## config.mk

```make
export PLATFORM = sky130hd
export DESIGN_NAME = plane_sweep_cost_select_unit
export DESIGN_NICKNAME = d
export VERILOG_FILES = /design/src/psc_pkg.sv /design/src/psc_div.sv /design/src/psc_front.sv /design/src/psc_fifo.sv /design/src/psc_back.sv /design/src/plane_sweep_cost_select_unit.sv
export SDC_FILE = /design/constraint.sdc
export NUM_CORES = 1
export LEC_CHECK = 0
export BUFFER_PORTS_ARGS = -buffer_cell sky130_fd_sc_hd__buf_2
export CAP_MARGIN = 5
export CORE_MARGIN = 4
export CORE_UTILIZATION = 50
export CTS_BUF_LIST = sky130_fd_sc_hd__clkbuf_8
export DETAILED_ROUTE_END_ITERATION = 8
export PLACE_DENSITY = 0.71
export SYNTH_ARGS = -nofsm -noshare
export SYNTH_HDL_FRONTEND = slang
export SYNTH_HIERARCHICAL = 1
export SYNTH_SLANG_ARGS = --single-unit
```

## constraint.sdc

```tcl
create_clock -name clock -period 8.1 [get_ports clock]
set_input_delay 1.215 -clock clock [delete_from_list [all_inputs] [get_ports clock]]
set_output_delay 1.215 -clock clock [all_outputs]
set_load 0.02 [all_outputs]
```

## src/psc_pkg.sv

```systemverilog
// shared types, constants and helpers of the plane sweep cost select unit
package psc_pkg;

   localparam int SAD_W         = 14;
   localparam int COST_W        = 10;
   localparam int PLANE_W       = 8;
   localparam int DEPTH_W       = 16;
   localparam int PCOUNT_W      = 9;
   localparam int VIEWS_FIELD_W = 7;
   localparam int DIV_NUM_W     = 25;
   localparam int DIV_DEN_W     = 9;
   localparam int QUEUE_DEPTH   = 4;
   localparam int QUEUE_PTR_W   = 2;
   localparam int CSR_INDEX_W   = 2;
   localparam int CSR_DATA_W    = 16;

   localparam logic [SAD_W-1:0]  SAD_LIMIT  = 14'd16383;
   localparam logic [COST_W-1:0] FULL_COST  = 10'd765;
   localparam logic [COST_W-1:0] HALF_LIMIT = 10'd382;

   localparam logic [CSR_INDEX_W-1:0] CSR_PLANE_COUNT    = 2'd0;
   localparam logic [CSR_INDEX_W-1:0] CSR_INV_DEPTH_FAR  = 2'd1;
   localparam logic [CSR_INDEX_W-1:0] CSR_INV_DEPTH_NEAR = 2'd2;

   typedef struct packed {
      logic [SAD_W-1:0]         sad;
      logic [VIEWS_FIELD_W-1:0] views;
      logic                     last_plane;
   } plane_rec_type;

   typedef struct packed {
      logic [PCOUNT_W-1:0] plane_count;
      logic [DEPTH_W-1:0]  inv_depth_far;
      logic [DEPTH_W-1:0]  inv_depth_near;
   } cfg_type;

   typedef struct packed {
      logic                 start;
      logic [DIV_NUM_W-1:0] dividend;
      logic [DIV_DEN_W-1:0] divisor;
   } div_req_type;

   typedef struct packed {
      logic                 busy;
      logic                 done;
      logic [DIV_NUM_W-1:0] quotient;
   } div_rsp_type;

   function automatic logic [7:0] abs_diff(input logic [7:0] a, input logic [7:0] b);
      logic [7:0] d;
      d = (a > b) ? (a - b) : (b - a);
      return d;
   endfunction

endpackage

```

## src/psc_div.sv

```systemverilog
// iterative restoring divider, one quotient bit per cycle
module psc_div (
   input  logic                clock,
   input  logic                reset,
   input  psc_pkg::div_req_type div_req,
   output psc_pkg::div_rsp_type div_rsp
);
   import psc_pkg::*;

   localparam int CNT_W = $clog2(DIV_NUM_W);

   logic                 busy_ff;
   logic                 done_ff;
   logic [CNT_W-1:0]     cnt_ff;
   logic [DIV_DEN_W-1:0] rem_ff;
   logic [DIV_NUM_W-1:0] quot_ff;
   logic [DIV_DEN_W-1:0] den_ff;

   logic [DIV_DEN_W:0]   trial;
   logic                 fits;
   logic [DIV_DEN_W-1:0] rem_in;

   always_comb begin
      trial  = {rem_ff, quot_ff[DIV_NUM_W-1]};
      fits   = trial >= {1'b0, den_ff};
      rem_in = fits ? DIV_DEN_W'(trial - {1'b0, den_ff}) : trial[DIV_DEN_W-1:0];
   end

   always_ff @(posedge clock) begin
      if (reset) begin
         busy_ff <= 1'b0;
         done_ff <= 1'b0;
         cnt_ff  <= '0;
      end else begin
         done_ff <= 1'b0;
         if (div_req.start) begin
            busy_ff <= 1'b1;
            cnt_ff  <= '0;
         end else if (busy_ff) begin
            cnt_ff <= cnt_ff + 1'b1;
            if (cnt_ff == CNT_W'(DIV_NUM_W - 1)) begin
               busy_ff <= 1'b0;
               done_ff <= 1'b1;
            end
         end
      end
   end

   always_ff @(posedge clock) begin
      if (div_req.start) begin
         quot_ff <= div_req.dividend;
         rem_ff  <= '0;
         den_ff  <= div_req.divisor;
      end else if (busy_ff) begin
         quot_ff <= {quot_ff[DIV_NUM_W-2:0], fits};
         rem_ff  <= rem_in;
      end
   end

   assign div_rsp.busy     = busy_ff;
   assign div_rsp.done     = done_ff;
   assign div_rsp.quotient = quot_ff;

   a_no_restart: assert property (@(posedge clock) disable iff (reset)
      !(div_req.start && busy_ff))
      else $error("divider started while busy");

endmodule

```

## src/psc_front.sv

```systemverilog
// front: accepts words, accumulates per-plane sad of valid views
module psc_front #(
   parameter int MAX_VIEWS = 16
) (
   input  logic                  clock,
   input  logic                  reset,
   input  logic                  req_valid,
   output logic                  req_ready,
   input  logic [7:0]            req_ref_red,
   input  logic [7:0]            req_ref_green,
   input  logic [7:0]            req_ref_blue,
   input  logic [7:0]            req_warp_red,
   input  logic [7:0]            req_warp_green,
   input  logic [7:0]            req_warp_blue,
   input  logic                  req_warp_inside,
   input  logic                  req_last_view,
   input  logic                  req_last_plane,
   input  logic                  queue_full,
   output logic                  push,
   output psc_pkg::plane_rec_type push_rec
);
   import psc_pkg::*;

   localparam int VW = $clog2(MAX_VIEWS + 1);

   logic [SAD_W-1:0] sad_ff,   sad_in;
   logic [VW-1:0]    views_ff, views_in;

   logic             accept;
   logic             take;
   logic [9:0]       err;
   logic [SAD_W:0]   sum;
   logic [SAD_W-1:0] sad_upd;
   logic [VW-1:0]    views_upd;

   always_comb begin
      req_ready = !queue_full;
      accept    = req_valid && req_ready;
      take      = accept && req_warp_inside && (views_ff < VW'(MAX_VIEWS));
      err       = 10'(abs_diff(req_ref_red, req_warp_red))
                + 10'(abs_diff(req_ref_green, req_warp_green))
                + 10'(abs_diff(req_ref_blue, req_warp_blue));
      sum       = {1'b0, sad_ff} + (SAD_W + 1)'(err);
      sad_upd   = sad_ff;
      views_upd = views_ff;
      if (take) begin
         sad_upd   = (sum > {1'b0, SAD_LIMIT}) ? SAD_LIMIT : sum[SAD_W-1:0];
         views_upd = views_ff + 1'b1;
      end
      push                = accept && req_last_view;
      push_rec.sad        = sad_upd;
      push_rec.views      = VIEWS_FIELD_W'(views_upd);
      push_rec.last_plane = req_last_plane;
      // end of plane empties the accumulator
      sad_in   = push ? '0 : sad_upd;
      views_in = push ? '0 : views_upd;
   end

   always_ff @(posedge clock) begin
      if (reset) begin
         sad_ff   <= '0;
         views_ff <= '0;
      end else begin
         sad_ff   <= sad_in;
         views_ff <= views_in;
      end
   end

endmodule

```

## src/psc_fifo.sv

```systemverilog
// short queue of per-plane records between front and back
module psc_fifo (
   input  logic                  clock,
   input  logic                  reset,
   input  logic                  push,
   input  psc_pkg::plane_rec_type push_rec,
   input  logic                  pop,
   output psc_pkg::plane_rec_type head_rec,
   output logic                  empty,
   output logic                  full
);
   import psc_pkg::*;

   plane_rec_type              slot_ff [QUEUE_DEPTH];
   logic [QUEUE_PTR_W-1:0]     wr_ptr_ff, rd_ptr_ff;
   logic [QUEUE_PTR_W:0]       count_ff;

   always_comb begin
      empty    = count_ff == '0;
      full     = count_ff == (QUEUE_PTR_W + 1)'(QUEUE_DEPTH);
      head_rec = slot_ff[rd_ptr_ff];
   end

   always_ff @(posedge clock) begin
      if (reset) begin
         wr_ptr_ff <= '0;
         rd_ptr_ff <= '0;
         count_ff  <= '0;
      end else begin
         if (push) wr_ptr_ff <= wr_ptr_ff + 1'b1;
         if (pop)  rd_ptr_ff <= rd_ptr_ff + 1'b1;
         if (push && !pop)      count_ff <= count_ff + 1'b1;
         else if (pop && !push) count_ff <= count_ff - 1'b1;
      end
   end

   always_ff @(posedge clock) begin
      if (push) slot_ff[wr_ptr_ff] <= push_rec;
   end

   a_no_overflow: assert property (@(posedge clock) disable iff (reset)
      !(push && full))
      else $error("queue written while full");

   a_no_underflow: assert property (@(posedge clock) disable iff (reset)
      !(pop && empty))
      else $error("queue read while empty");

endmodule

```

## src/psc_back.sv

```systemverilog
// back: plane cost division, winner selection, interpolation and result register
module psc_back #(
   parameter int MAX_PLANES = 256
) (
   input  logic                  clock,
   input  logic                  reset,
   input  psc_pkg::cfg_type       cfg,
   input  psc_pkg::plane_rec_type head_rec,
   input  logic                  queue_empty,
   output logic                  pop,
   output logic                  rsp_valid,
   input  logic                  rsp_ready,
   output logic [7:0]            rsp_best_plane,
   output logic                  rsp_plane_found,
   output logic [15:0]           rsp_inverse_depth,
   output logic [9:0]            rsp_confidence_cost,
   output logic                  rsp_depth_accepted
);
   import psc_pkg::*;

   typedef enum logic [5:0] {
      ST_IDLE  = 6'b000001,
      ST_COST  = 6'b000010,
      ST_MUL   = 6'b000100,
      ST_ILOAD = 6'b001000,
      ST_IDIV  = 6'b010000,
      ST_EMIT  = 6'b100000
   } back_state_type;

   back_state_type        state_ff, state_in;
   logic [COST_W-1:0]     best_cost_ff;
   logic [PLANE_W-1:0]    best_index_ff;
   logic                  best_seen_ff;
   logic [PLANE_W-1:0]    plane_ff;
   logic                  views_nz_ff;
   logic                  last_plane_ff;
   logic [DIV_NUM_W-1:0]  num_ff;
   logic [DEPTH_W-1:0]    depth_ff;
   logic                  rsp_valid_ff;
   logic [7:0]            best_plane_ff;
   logic                  plane_found_ff;
   logic [15:0]           inverse_depth_ff;
   logic [9:0]            confidence_ff;
   logic                  accepted_ff;

   div_req_type           div_req;
   div_rsp_type           div_rsp;

   logic                  improve;
   logic                  out_free;
   logic                  accepted;
   logic                  rising;
   logic [PCOUNT_W-1:0]   den;
   logic [DEPTH_W-1:0]    span;
   logic [DIV_NUM_W-1:0]  num_in;
   logic [DIV_NUM_W-1:0]  q;
   logic [DEPTH_W:0]      up_sum;
   logic [DEPTH_W-1:0]    depth_in;
   logic [PLANE_W-1:0]    plane_next;

   psc_div u_div (
      .clock   (clock),
      .reset   (reset),
      .div_req (div_req),
      .div_rsp (div_rsp)
   );

   always_comb begin
      out_free = !rsp_valid_ff || rsp_ready;
      pop      = (state_ff == ST_IDLE) && !queue_empty;
      improve  = views_nz_ff && (div_rsp.quotient < DIV_NUM_W'(best_cost_ff));
      accepted = best_seen_ff && (best_cost_ff <= HALF_LIMIT);

      // interpolation: |near - far| * index + den/2, divided by den
      den    = (cfg.plane_count < PCOUNT_W'(2)) ? PCOUNT_W'(1)
                                                : cfg.plane_count - 1'b1;
      rising = cfg.inv_depth_near >= cfg.inv_depth_far;
      span   = rising ? cfg.inv_depth_near - cfg.inv_depth_far
                      : cfg.inv_depth_far - cfg.inv_depth_near;
      num_in = DIV_NUM_W'(span) * DIV_NUM_W'(best_index_ff) + DIV_NUM_W'(den >> 1);

      q      = div_rsp.quotient;
      up_sum = {1'b0, cfg.inv_depth_far} + (DEPTH_W + 1)'(q[DEPTH_W-1:0]);
      if (rising) begin
         depth_in = ((q > DIV_NUM_W'(16'hFFFF)) || up_sum[DEPTH_W]) ? 16'hFFFF
                                                                  : up_sum[DEPTH_W-1:0];
      end else begin
         depth_in = (q >= DIV_NUM_W'(cfg.inv_depth_far)) ? '0
                                                         : cfg.inv_depth_far - q[DEPTH_W-1:0];
      end

      // plane counter wraps at the plane limit within its width
      if (MAX_PLANES < (1 << PLANE_W) && plane_ff == PLANE_W'(MAX_PLANES - 1))
         plane_next = '0;
      else
         plane_next = plane_ff + 1'b1;

      div_req.start    = pop || (state_ff == ST_ILOAD);
      div_req.dividend = (state_ff == ST_ILOAD) ? num_ff : DIV_NUM_W'(head_rec.sad);
      div_req.divisor  = (state_ff == ST_ILOAD) ? DIV_DEN_W'(den)
                                                : DIV_DEN_W'(head_rec.views);

      state_in = state_ff;
      unique case (state_ff)
         ST_IDLE:  if (pop) state_in = ST_COST;
         ST_COST:  if (div_rsp.done) state_in = last_plane_ff ? ST_MUL : ST_IDLE;
         ST_MUL:   state_in = ST_ILOAD;
         ST_ILOAD: state_in = ST_IDIV;
         ST_IDIV:  if (div_rsp.done) state_in = ST_EMIT;
         ST_EMIT:  if (out_free) state_in = ST_IDLE;
         default:  state_in = ST_IDLE;
      endcase
   end

   always_ff @(posedge clock) begin
      if (reset) begin
         state_ff      <= ST_IDLE;
         best_cost_ff  <= FULL_COST;
         best_index_ff <= '0;
         best_seen_ff  <= 1'b0;
         plane_ff      <= '0;
         rsp_valid_ff  <= 1'b0;
      end else begin
         state_ff <= state_in;
         if (state_ff == ST_COST && div_rsp.done) begin
            if (improve) begin
               best_cost_ff  <= COST_W'(div_rsp.quotient);
               best_index_ff <= plane_ff;
               best_seen_ff  <= 1'b1;
            end
            if (!last_plane_ff) plane_ff <= plane_next;
         end
         if (state_ff == ST_EMIT && out_free) begin
            rsp_valid_ff  <= 1'b1;
            best_cost_ff  <= FULL_COST;
            best_index_ff <= '0;
            best_seen_ff  <= 1'b0;
            plane_ff      <= '0;
         end else if (rsp_valid_ff && rsp_ready) begin
            rsp_valid_ff <= 1'b0;
         end
      end
   end

   always_ff @(posedge clock) begin
      if (pop) begin
         views_nz_ff   <= head_rec.views != '0;
         last_plane_ff <= head_rec.last_plane;
      end
      if (state_ff == ST_MUL) num_ff <= num_in;
      if (state_ff == ST_IDIV && div_rsp.done) depth_ff <= depth_in;
      if (state_ff == ST_EMIT && out_free) begin
         best_plane_ff    <= best_seen_ff ? best_index_ff : '0;
         plane_found_ff   <= best_seen_ff;
         inverse_depth_ff <= accepted ? depth_ff : '0;
         confidence_ff    <= best_seen_ff ? best_cost_ff : FULL_COST;
         accepted_ff      <= accepted;
      end
   end

   assign rsp_valid           = rsp_valid_ff;
   assign rsp_best_plane      = best_plane_ff;
   assign rsp_plane_found     = plane_found_ff;
   assign rsp_inverse_depth   = inverse_depth_ff;
   assign rsp_confidence_cost = confidence_ff;
   assign rsp_depth_accepted  = accepted_ff;

   a_state_onehot: assert property (@(posedge clock) disable iff (reset)
      $onehot(state_ff))
      else $error("back state not one-hot");

   a_seen_below_full: assert property (@(posedge clock) disable iff (reset)
      best_seen_ff |-> (best_cost_ff < FULL_COST))
      else $error("winner recorded without a cost below full scale");

endmodule

```

## src/plane_sweep_cost_select_unit.sv

```systemverilog
// top level of the plane sweep cost select unit
//
//   channel | direction | handshake             | word
//   req     | in        | req_valid / req_ready | one (plane, view) sample pair
//   rsp     | out       | rsp_valid / rsp_ready | winner of one pixel
//   csr     | in        | csr_write             | register index and data
//
// front takes one req word per cycle while the plane queue has room
// each plane costs the back one queue pop, 25 steps of the shared divider for
//   sad / views, and a winner update
// the last plane of a pixel adds a multiply, a second pass of the same divider
//   for the interpolation, and the result register load
// reset clears the accumulator, the queue, the winner state and the result
//   valid flag; registers return to 64 planes, far 0, near 65535
// a stalled rsp holds the back at its result load only; the front keeps going
//   until the four-entry plane queue fills
module plane_sweep_cost_select_unit #(
   parameter int MAX_PLANES = 256,
   parameter int MAX_VIEWS  = 16
) (
   input  logic        clock,
   input  logic        reset,
   // sample input
   input  logic        req_valid,
   output logic        req_ready,
   input  logic [7:0]  req_ref_red,
   input  logic [7:0]  req_ref_green,
   input  logic [7:0]  req_ref_blue,
   input  logic [7:0]  req_warp_red,
   input  logic [7:0]  req_warp_green,
   input  logic [7:0]  req_warp_blue,
   input  logic        req_warp_inside,
   input  logic        req_last_view,
   input  logic        req_last_plane,
   // result output
   output logic        rsp_valid,
   input  logic        rsp_ready,
   output logic [7:0]  rsp_best_plane,
   output logic        rsp_plane_found,
   output logic [15:0] rsp_inverse_depth,
   output logic [9:0]  rsp_confidence_cost,
   output logic        rsp_depth_accepted,
   // register writes
   input  logic        csr_write,
   input  logic [1:0]  csr_index,
   input  logic [15:0] csr_data
);
   import psc_pkg::*;

   // configuration registers
   cfg_type       cfg_ff;

   // front to queue to back
   logic          push;
   plane_rec_type push_rec;
   plane_rec_type head_rec;
   logic          pop;
   logic          queue_empty;
   logic          queue_full;

   always_ff @(posedge clock) begin
      if (reset) begin
         cfg_ff.plane_count    <= PCOUNT_W'(64);
         cfg_ff.inv_depth_far  <= '0;
         cfg_ff.inv_depth_near <= 16'hFFFF;
      end else if (csr_write) begin
         // unknown indexes are dropped
         unique case (csr_index)
            CSR_PLANE_COUNT:    cfg_ff.plane_count    <= csr_data[PCOUNT_W-1:0];
            CSR_INV_DEPTH_FAR:  cfg_ff.inv_depth_far  <= csr_data[DEPTH_W-1:0];
            CSR_INV_DEPTH_NEAR: cfg_ff.inv_depth_near <= csr_data[DEPTH_W-1:0];
            default: ;
         endcase
      end
   end

   // front: per-word sad accumulation, one record per plane
   psc_front #(
      .MAX_VIEWS (MAX_VIEWS)
   ) u_front (
      .clock           (clock),
      .reset           (reset),
      .req_valid       (req_valid),
      .req_ready       (req_ready),
      .req_ref_red     (req_ref_red),
      .req_ref_green   (req_ref_green),
      .req_ref_blue    (req_ref_blue),
      .req_warp_red    (req_warp_red),
      .req_warp_green  (req_warp_green),
      .req_warp_blue   (req_warp_blue),
      .req_warp_inside (req_warp_inside),
      .req_last_view   (req_last_view),
      .req_last_plane  (req_last_plane),
      .queue_full      (queue_full),
      .push            (push),
      .push_rec        (push_rec)
   );

   // decoupling queue of plane records
   psc_fifo u_fifo (
      .clock    (clock),
      .reset    (reset),
      .push     (push),
      .push_rec (push_rec),
      .pop      (pop),
      .head_rec (head_rec),
      .empty    (queue_empty),
      .full     (queue_full)
   );

   // back: cost, winner, inverse depth, result register
   psc_back #(
      .MAX_PLANES (MAX_PLANES)
   ) u_back (
      .clock               (clock),
      .reset               (reset),
      .cfg                 (cfg_ff),
      .head_rec            (head_rec),
      .queue_empty         (queue_empty),
      .pop                 (pop),
      .rsp_valid           (rsp_valid),
      .rsp_ready           (rsp_ready),
      .rsp_best_plane      (rsp_best_plane),
      .rsp_plane_found     (rsp_plane_found),
      .rsp_inverse_depth   (rsp_inverse_depth),
      .rsp_confidence_cost (rsp_confidence_cost),
      .rsp_depth_accepted  (rsp_depth_accepted)
   );

endmodule
```

==> flow_summary.ini, run 1 <==
[worst_setup_path]
end_kind = flip-flop
crit_cells = 26
cp_max_fo = 10
max_stage_delay_ns = 0.58
required_ns = 8.50
path_buf_inv = 4
r2r_cells = 26
path_class = flip-flop to flip-flop
crit_arrival_ns = 8.06
startpoint_type = flip-flop
crit_family = adder cells
slowest_stage = xnor2_1

[global_route]
grt_max_degree = 80
met2_usage = 0.4045
grt_pass1_vias = 18520
grt_use_met1 = 0.2819
grt_pass1_wl_um = 97380
grt_overflow = 0
busiest_layer = met2
grt_util_all_layers = 0.2277
met3_usage = 0.03085
antenna_found_initial = 4

[power]
power_density_mw_per_mm2 = 235.9
ir_drop_uv = 157.9
p_leak_nw = 12.01

[timing]
finalSetupViolCount = 0
fin_setup_tns_ns = 0
max_slew_margin = 0.2047
hold_viol = 0
min_period_over_period = 0.9458
period_minus_slack_ns = 7.661
skew_ns = 0.02130
fmax_mhz = 130.5
holdWs_ns = 0.4976
drv_slew = 0
tightest_slew_ns = 1.193

[clocking]
htree_levels = 2
cts_buffers = 52
cts-root-buf = clkbuf_8
holdBufCountCts = 0
numClockSinks = 320
worstSkewPairLatency_ns = 0.67
cts_tree = done
cts.clk_slew.worst_paths_ns = 0.07
cts_buffer_depth = 3

[detailed_routing]
detail-route-antenna-nets = 0
drt_wl_total_um = 60960
firstDrtPassIters = 7
vias = 18210
vias_per_cell = 5.563
drc = 0
drtIter0Drc = 1131
wl_per_cell_um = 18.62

[die]
placementRows = 81
die_w_um = 230.4
ios = 112
dieArea_mm2 = 0.05309
die_y_um = 230.4
start_util = 0.5053
coreArea_mm2 = 0.04895

[placed_design]
place.gp.congestion = 0.9468
io_buffers = 111
post-dp-hpwl_um = 47430

[yosys]
syn_inst = 2484
avgSynthCellArea_um2 = 9.957
yosysWarnings = 6
synth_area_mm2 = 0.02473

[worst_hold_path]
whs_path_depth = 2
holdCritPathClass = flip-flop to flip-flop

[final_layout]
num-nets-final = 2977
drive_gt1_frac = 0.1292
syn2layout_area_growth_pct = 8.848

[flow_run]
drv_cap = 0

[outcome]
status = finished clean
## where the power goes
| part | leakage [nW] | switching, mW | internal (mW) |
|---|---|---|---|
| sequential | 2.79 | 0.253 | 2.04 |
| combinational | 8.56 | 1.47 | 1.03 |
| clock | 0.655 | 0.701 | 0.848 |
## worst reg2reg max path, cell delays in order (launching register included)
cell and delay [ns]:
dfxtp_1 0.37, inv_1 0.06, ha_1 0.56, nand4_1 0.28, a21oi_2 0.26, o31a_2 0.21, o21a_1 0.32, mux2i_1 0.27
a221oi_2 0.09, xnor2_1 0.58, nand2_1 0.18, fa_1 0.57, inv_1 0.05, fa_1 0.46, fa_1 0.50, inv_1 0.06
fa_1 0.53, inv_1 0.04, ha_1 0.34, a21o_1 0.20, o21bai_1 0.20, o221ai_1 0.31, a21oi_2 0.17, o31a_1 0.29
a21o_1 0.18, a21o_1 0.17, xor2_1 0.13
## path summary, 6_finish.rpt
| check | start | endpoint | slack, ns |
|---|---|---|---|
| worst max-delay path | cfg_ff[5]$_SDFFE_PP1P_ | u_back/num_ff[18]$_DFFE_PP_ | 0.44 |
| worst min-delay path | u_back/plane_ff[7]$_SDFFE_PP0P_ | u_back/plane_ff[7]$_SDFFE_PP0P_ | 0.50 |
| worst max register to register | cfg_ff[5]$_SDFFE_PP1P_ | u_back/num_ff[18]$_DFFE_PP_ | 0.44 |
| worst min register to register | u_back/plane_ff[7]$_SDFFE_PP0P_ | u_back/plane_ff[7]$_SDFFE_PP0P_ | 0.50 |
## placed cells by master (no fill, tap or decap), types with 36 or more instances in the layout
master	n
a21o_1	47
a21oi_1	105
and2_1	126
buf_2	111
clkbuf_8	63
dfxtp_1	118
edfxtp_1	201
fa_1	120
ha_1	218
inv_1	333
mux2i_1	76
nand2_1	174
nand2b_1	65
nor2_1	161
nor2b_1	36
nor3_1	42
o21ai_0	54
xnor2_1	37
xor2_1	37
## layout make-up
| class | instances | area, um2 |
|---|---|---|
| fill | 4231 | 22030 |
| multi-input combinational | 1742 | 14600 |
| sequential | 320 | 8419 |
| inverter | 317 | 1190 |
| clock buffer | 63 | 867.1 |
| tap | 664 | 830.8 |
| timing repair buffer | 132 | 713.2 |
| clock inverter | 34 | 300.3 |
| antenna | 1 | 2.502 |
## metal layers
layer	vias up	wire length [um]	part of all wire
li1	8703	-	-
met1	8868	25180	0.41
met2	510	30380	0.50
met3	128	2999	0.049
met4	0	2393	0.039
met5	-	0	0
## stage by stage
stage	util	power, mW	instance area (um2)	std cells	worst slack, ns
floorplan	-	4.137	24740	2485	1.137
global placement	0.5257	4.737	25730	3175	0.4376
detailed placement	0.5257	4.804	25730	3175	0.2726
CTS	0.5495	6.383	26900	3272	0.2405
global route	0.5500	6.755	26920	3273	-0.02539
finish	0.5500	6.350	26920	3273	0.4391
## state kept, by name, summed over array words and instances, names as in the netlist, 9 cells and up, named ones only
register	count
u_back/u_div/den_ff	9
cfg_ff	41
u_front/sad_ff	14
u_back/num_ff	25
u_back/rsp_confidence_cost	10
u_back/rsp_inverse_depth	16
u_fifo/slot_ff	88
u_back/depth_ff	16
u_back/u_div/rem_ff	9
u_back/best_cost_ff	10
u_back/u_div/quot_ff	25
## timing repair
| action | 4_1_cts | 5_1_grt |
|---|---|---|
| gates resized for setup | 0 | 4 |
| setup endpoints to repair | 0 | 11 |
| buffers inserted | 0 | 0 |
(Power assumes the default switching activity.)
==> run 2: changes to the inputs <==
- PLACE_DENSITY: 0.71 -> 0.74
- clock period: 8.1 -> 6.5 ns (I/O delays scaled with it)
==> run 2 against run 1 <==
Effect of this change:
- the flow now finishes with violations (negative setup slack)
- sequential power rose by 24%
- sequential cell count unchanged
- global-route usage grew 0.43 points
- non-clock buffer count grew 166
- final area is 6.6% higher
==> flow_summary.ini, run 2 (same netlist as run 1, synthesis figures left out) <==
[die]
die_y_um = 230.4
start_util = 0.5053
coreArea_mm2 = 0.04895
dieArea_mm2 = 0.05309
ios = 112
die_w_um = 230.4
placementRows = 81

[placed_design]
io_buffers = 111
place.gp.congestion = 0.9265
post-dp-hpwl_um = 47550
place_inst = 3324

[clocking]
cts_buffer_depth = 3
worstSkewPairLatency_ns = 0.68
cts_buffers = 52
holdBufCountCts = 0
cts.clk_slew.worst_paths_ns = 0.07
cts_tree = done
numClockSinks = 320
htree_levels = 2
cts-root-buf = clkbuf_8

[power]
power_density_mw_per_mm2 = 279.9
power_mw = 8.033
ir_drop_uv = 195.8
p_leak_nw = 12.84

[worst_setup_path]
crit_arrival_ns = 7.13
cp_max_fo = 8
crit_path_start = cfg_ff[0]$_SDFFE_PP1P_
path_buf_inv = 5
max_stage_delay_ns = 0.60
startpoint_type = flip-flop
slowest_stage = fa_2
crit_cells = 28
crit-reg2reg-launch = cfg_ff[0]$_SDFFE_PP1P_
path_class = flip-flop to flip-flop
r2r_cells = 28
end_kind = flip-flop
crit_family = adder cells
crit_path_frequent_cell = inv_2
required_ns = 6.89

[timing]
fmax_mhz = 148.3
finalSetupViolCount = 11
max_slew_margin = 0.1810
tightest_slew_ns = 1.228
setup_ws_ns = -0.2424
min_period_over_period = 1.037
rsz0062_at_grt = true
period_minus_slack_ns = 6.742
skew_ns = 0.07277
hold_viol = 0
drv_slew = 0

[global_route]
grt_pass1_wl_um = 100300
grt_util_all_layers = 0.2321
grt_overflow = 0
grt_pass1_vias = 19470
grt_max_degree = 53
antenna_found_initial = 3

[detailed_routing]
vias_per_cell = 5.505
drc = 0
detail-route-antenna-nets = 0
drt_wl_total_um = 62370
firstDrtPassIters = 5
wl_per_cell_um = 18.13
vias = 18930
drtIter0Drc = 1314

[final_layout]
num-nets-final = 3143
mostFrequentLayoutCell = inv_1
largestRegisters = u_fifo/slot_ff x88, cfg_ff x41
num-fill-cells = 4059
largest-register = u_fifo/slot_ff
finalNonFillerCells = 3439
drive_gt1_frac = 0.2123
final_cell_mix = inv_1, ha_1, edfxtp_1, buf_4, nand2_1
largest_register_ff_count = 88
syn2layout_area_growth_pct = 16.05

[outcome]
violations = negative setup slack
status = finished, violations left

[flow_run]
drv_cap = 0

[worst_hold_path]
min_from = u_back/plane_ff[7]$_SDFFE_PP0P_
whs_path_depth = 2
holdCritPathClass = flip-flop to flip-flop
run 2: metal layers:
metal	vias up	GRT usage	routed length (um)	part of all wire
li1	9033	-	-	-
met1	9182	0.2880	25650	0.41
met2	581	0.4100	30830	0.49
met3	137	0.03529	3477	0.056
met4	0	0.08620	2399	0.038
met5	-	0	0	0
run 2: power by group:
part | internal, mW | switching [mW]
registers | 2.54 | 0.302
clock network | 1.11 | 0.882
logic | 1.36 | 1.84
total | 5.01 | 3.02
run 2: per-stage QoR:
stage          area [um2]  utilization  setup WS [ns]   TNS (ns)  hold slack, ns
6_report            28700       0.5864        -0.2424     -1.679          0.4941
5_1_grt             28700       0.5863        -0.4865     -4.552          0.5415
4_1_cts             28380       0.5797        -0.2294     -2.007          0.4899
3_5_place_dp        26980       0.5511        -0.3788     -2.861          0.4800
3_3_place_gp        26980       0.5511        -0.2260     -1.412          0.4719
2_1_floorplan       24870            -      -0.002145  -0.002145          0.4064
run 2: worst paths after layout:
kind	to	slack (ns)
worst max register to register	u_back/num_ff[18]$_DFFE_PP_	-0.24
worst min-delay path	u_back/plane_ff[7]$_SDFFE_PP0P_	0.49
worst min register to register	u_back/plane_ff[7]$_SDFFE_PP0P_	0.49
worst max-delay path	u_back/num_ff[18]$_DFFE_PP_	-0.24
run 2: area by class of cell:
cell class	count	area [um2]	area share
Tap cell	664	830.8	0.02895
Sequential cell	320	8427	0.2936
Antenna cell	1	2.502	0.00008718
Inverter	317	1190	0.04146
Clock inverter	37	374.1	0.01303
Clock buffer	60	825.8	0.02877
Timing Repair Buffer	298	1978	0.06892
Multi-Input combinational cell	1742	15070	0.5252
run 2: timing repair:
item | 4_1_cts | 5_1_grt
gates resized for setup | 34 | 55
buffers inserted | 11 | 9
endpoints found under the setup margin | 13 | 16
pin swaps | 43 | 41
run 2: worst register-to-register path: cells and delay by family (launching register included):
kind            cells  cell delay, ns
compound gates     11            2.23
xor+xnor            2            0.35
fa+ha+maj           7            2.75
buf+inv             5            0.24
flops               1            0.32
mux                 1            0.35
simple gates        2            0.19
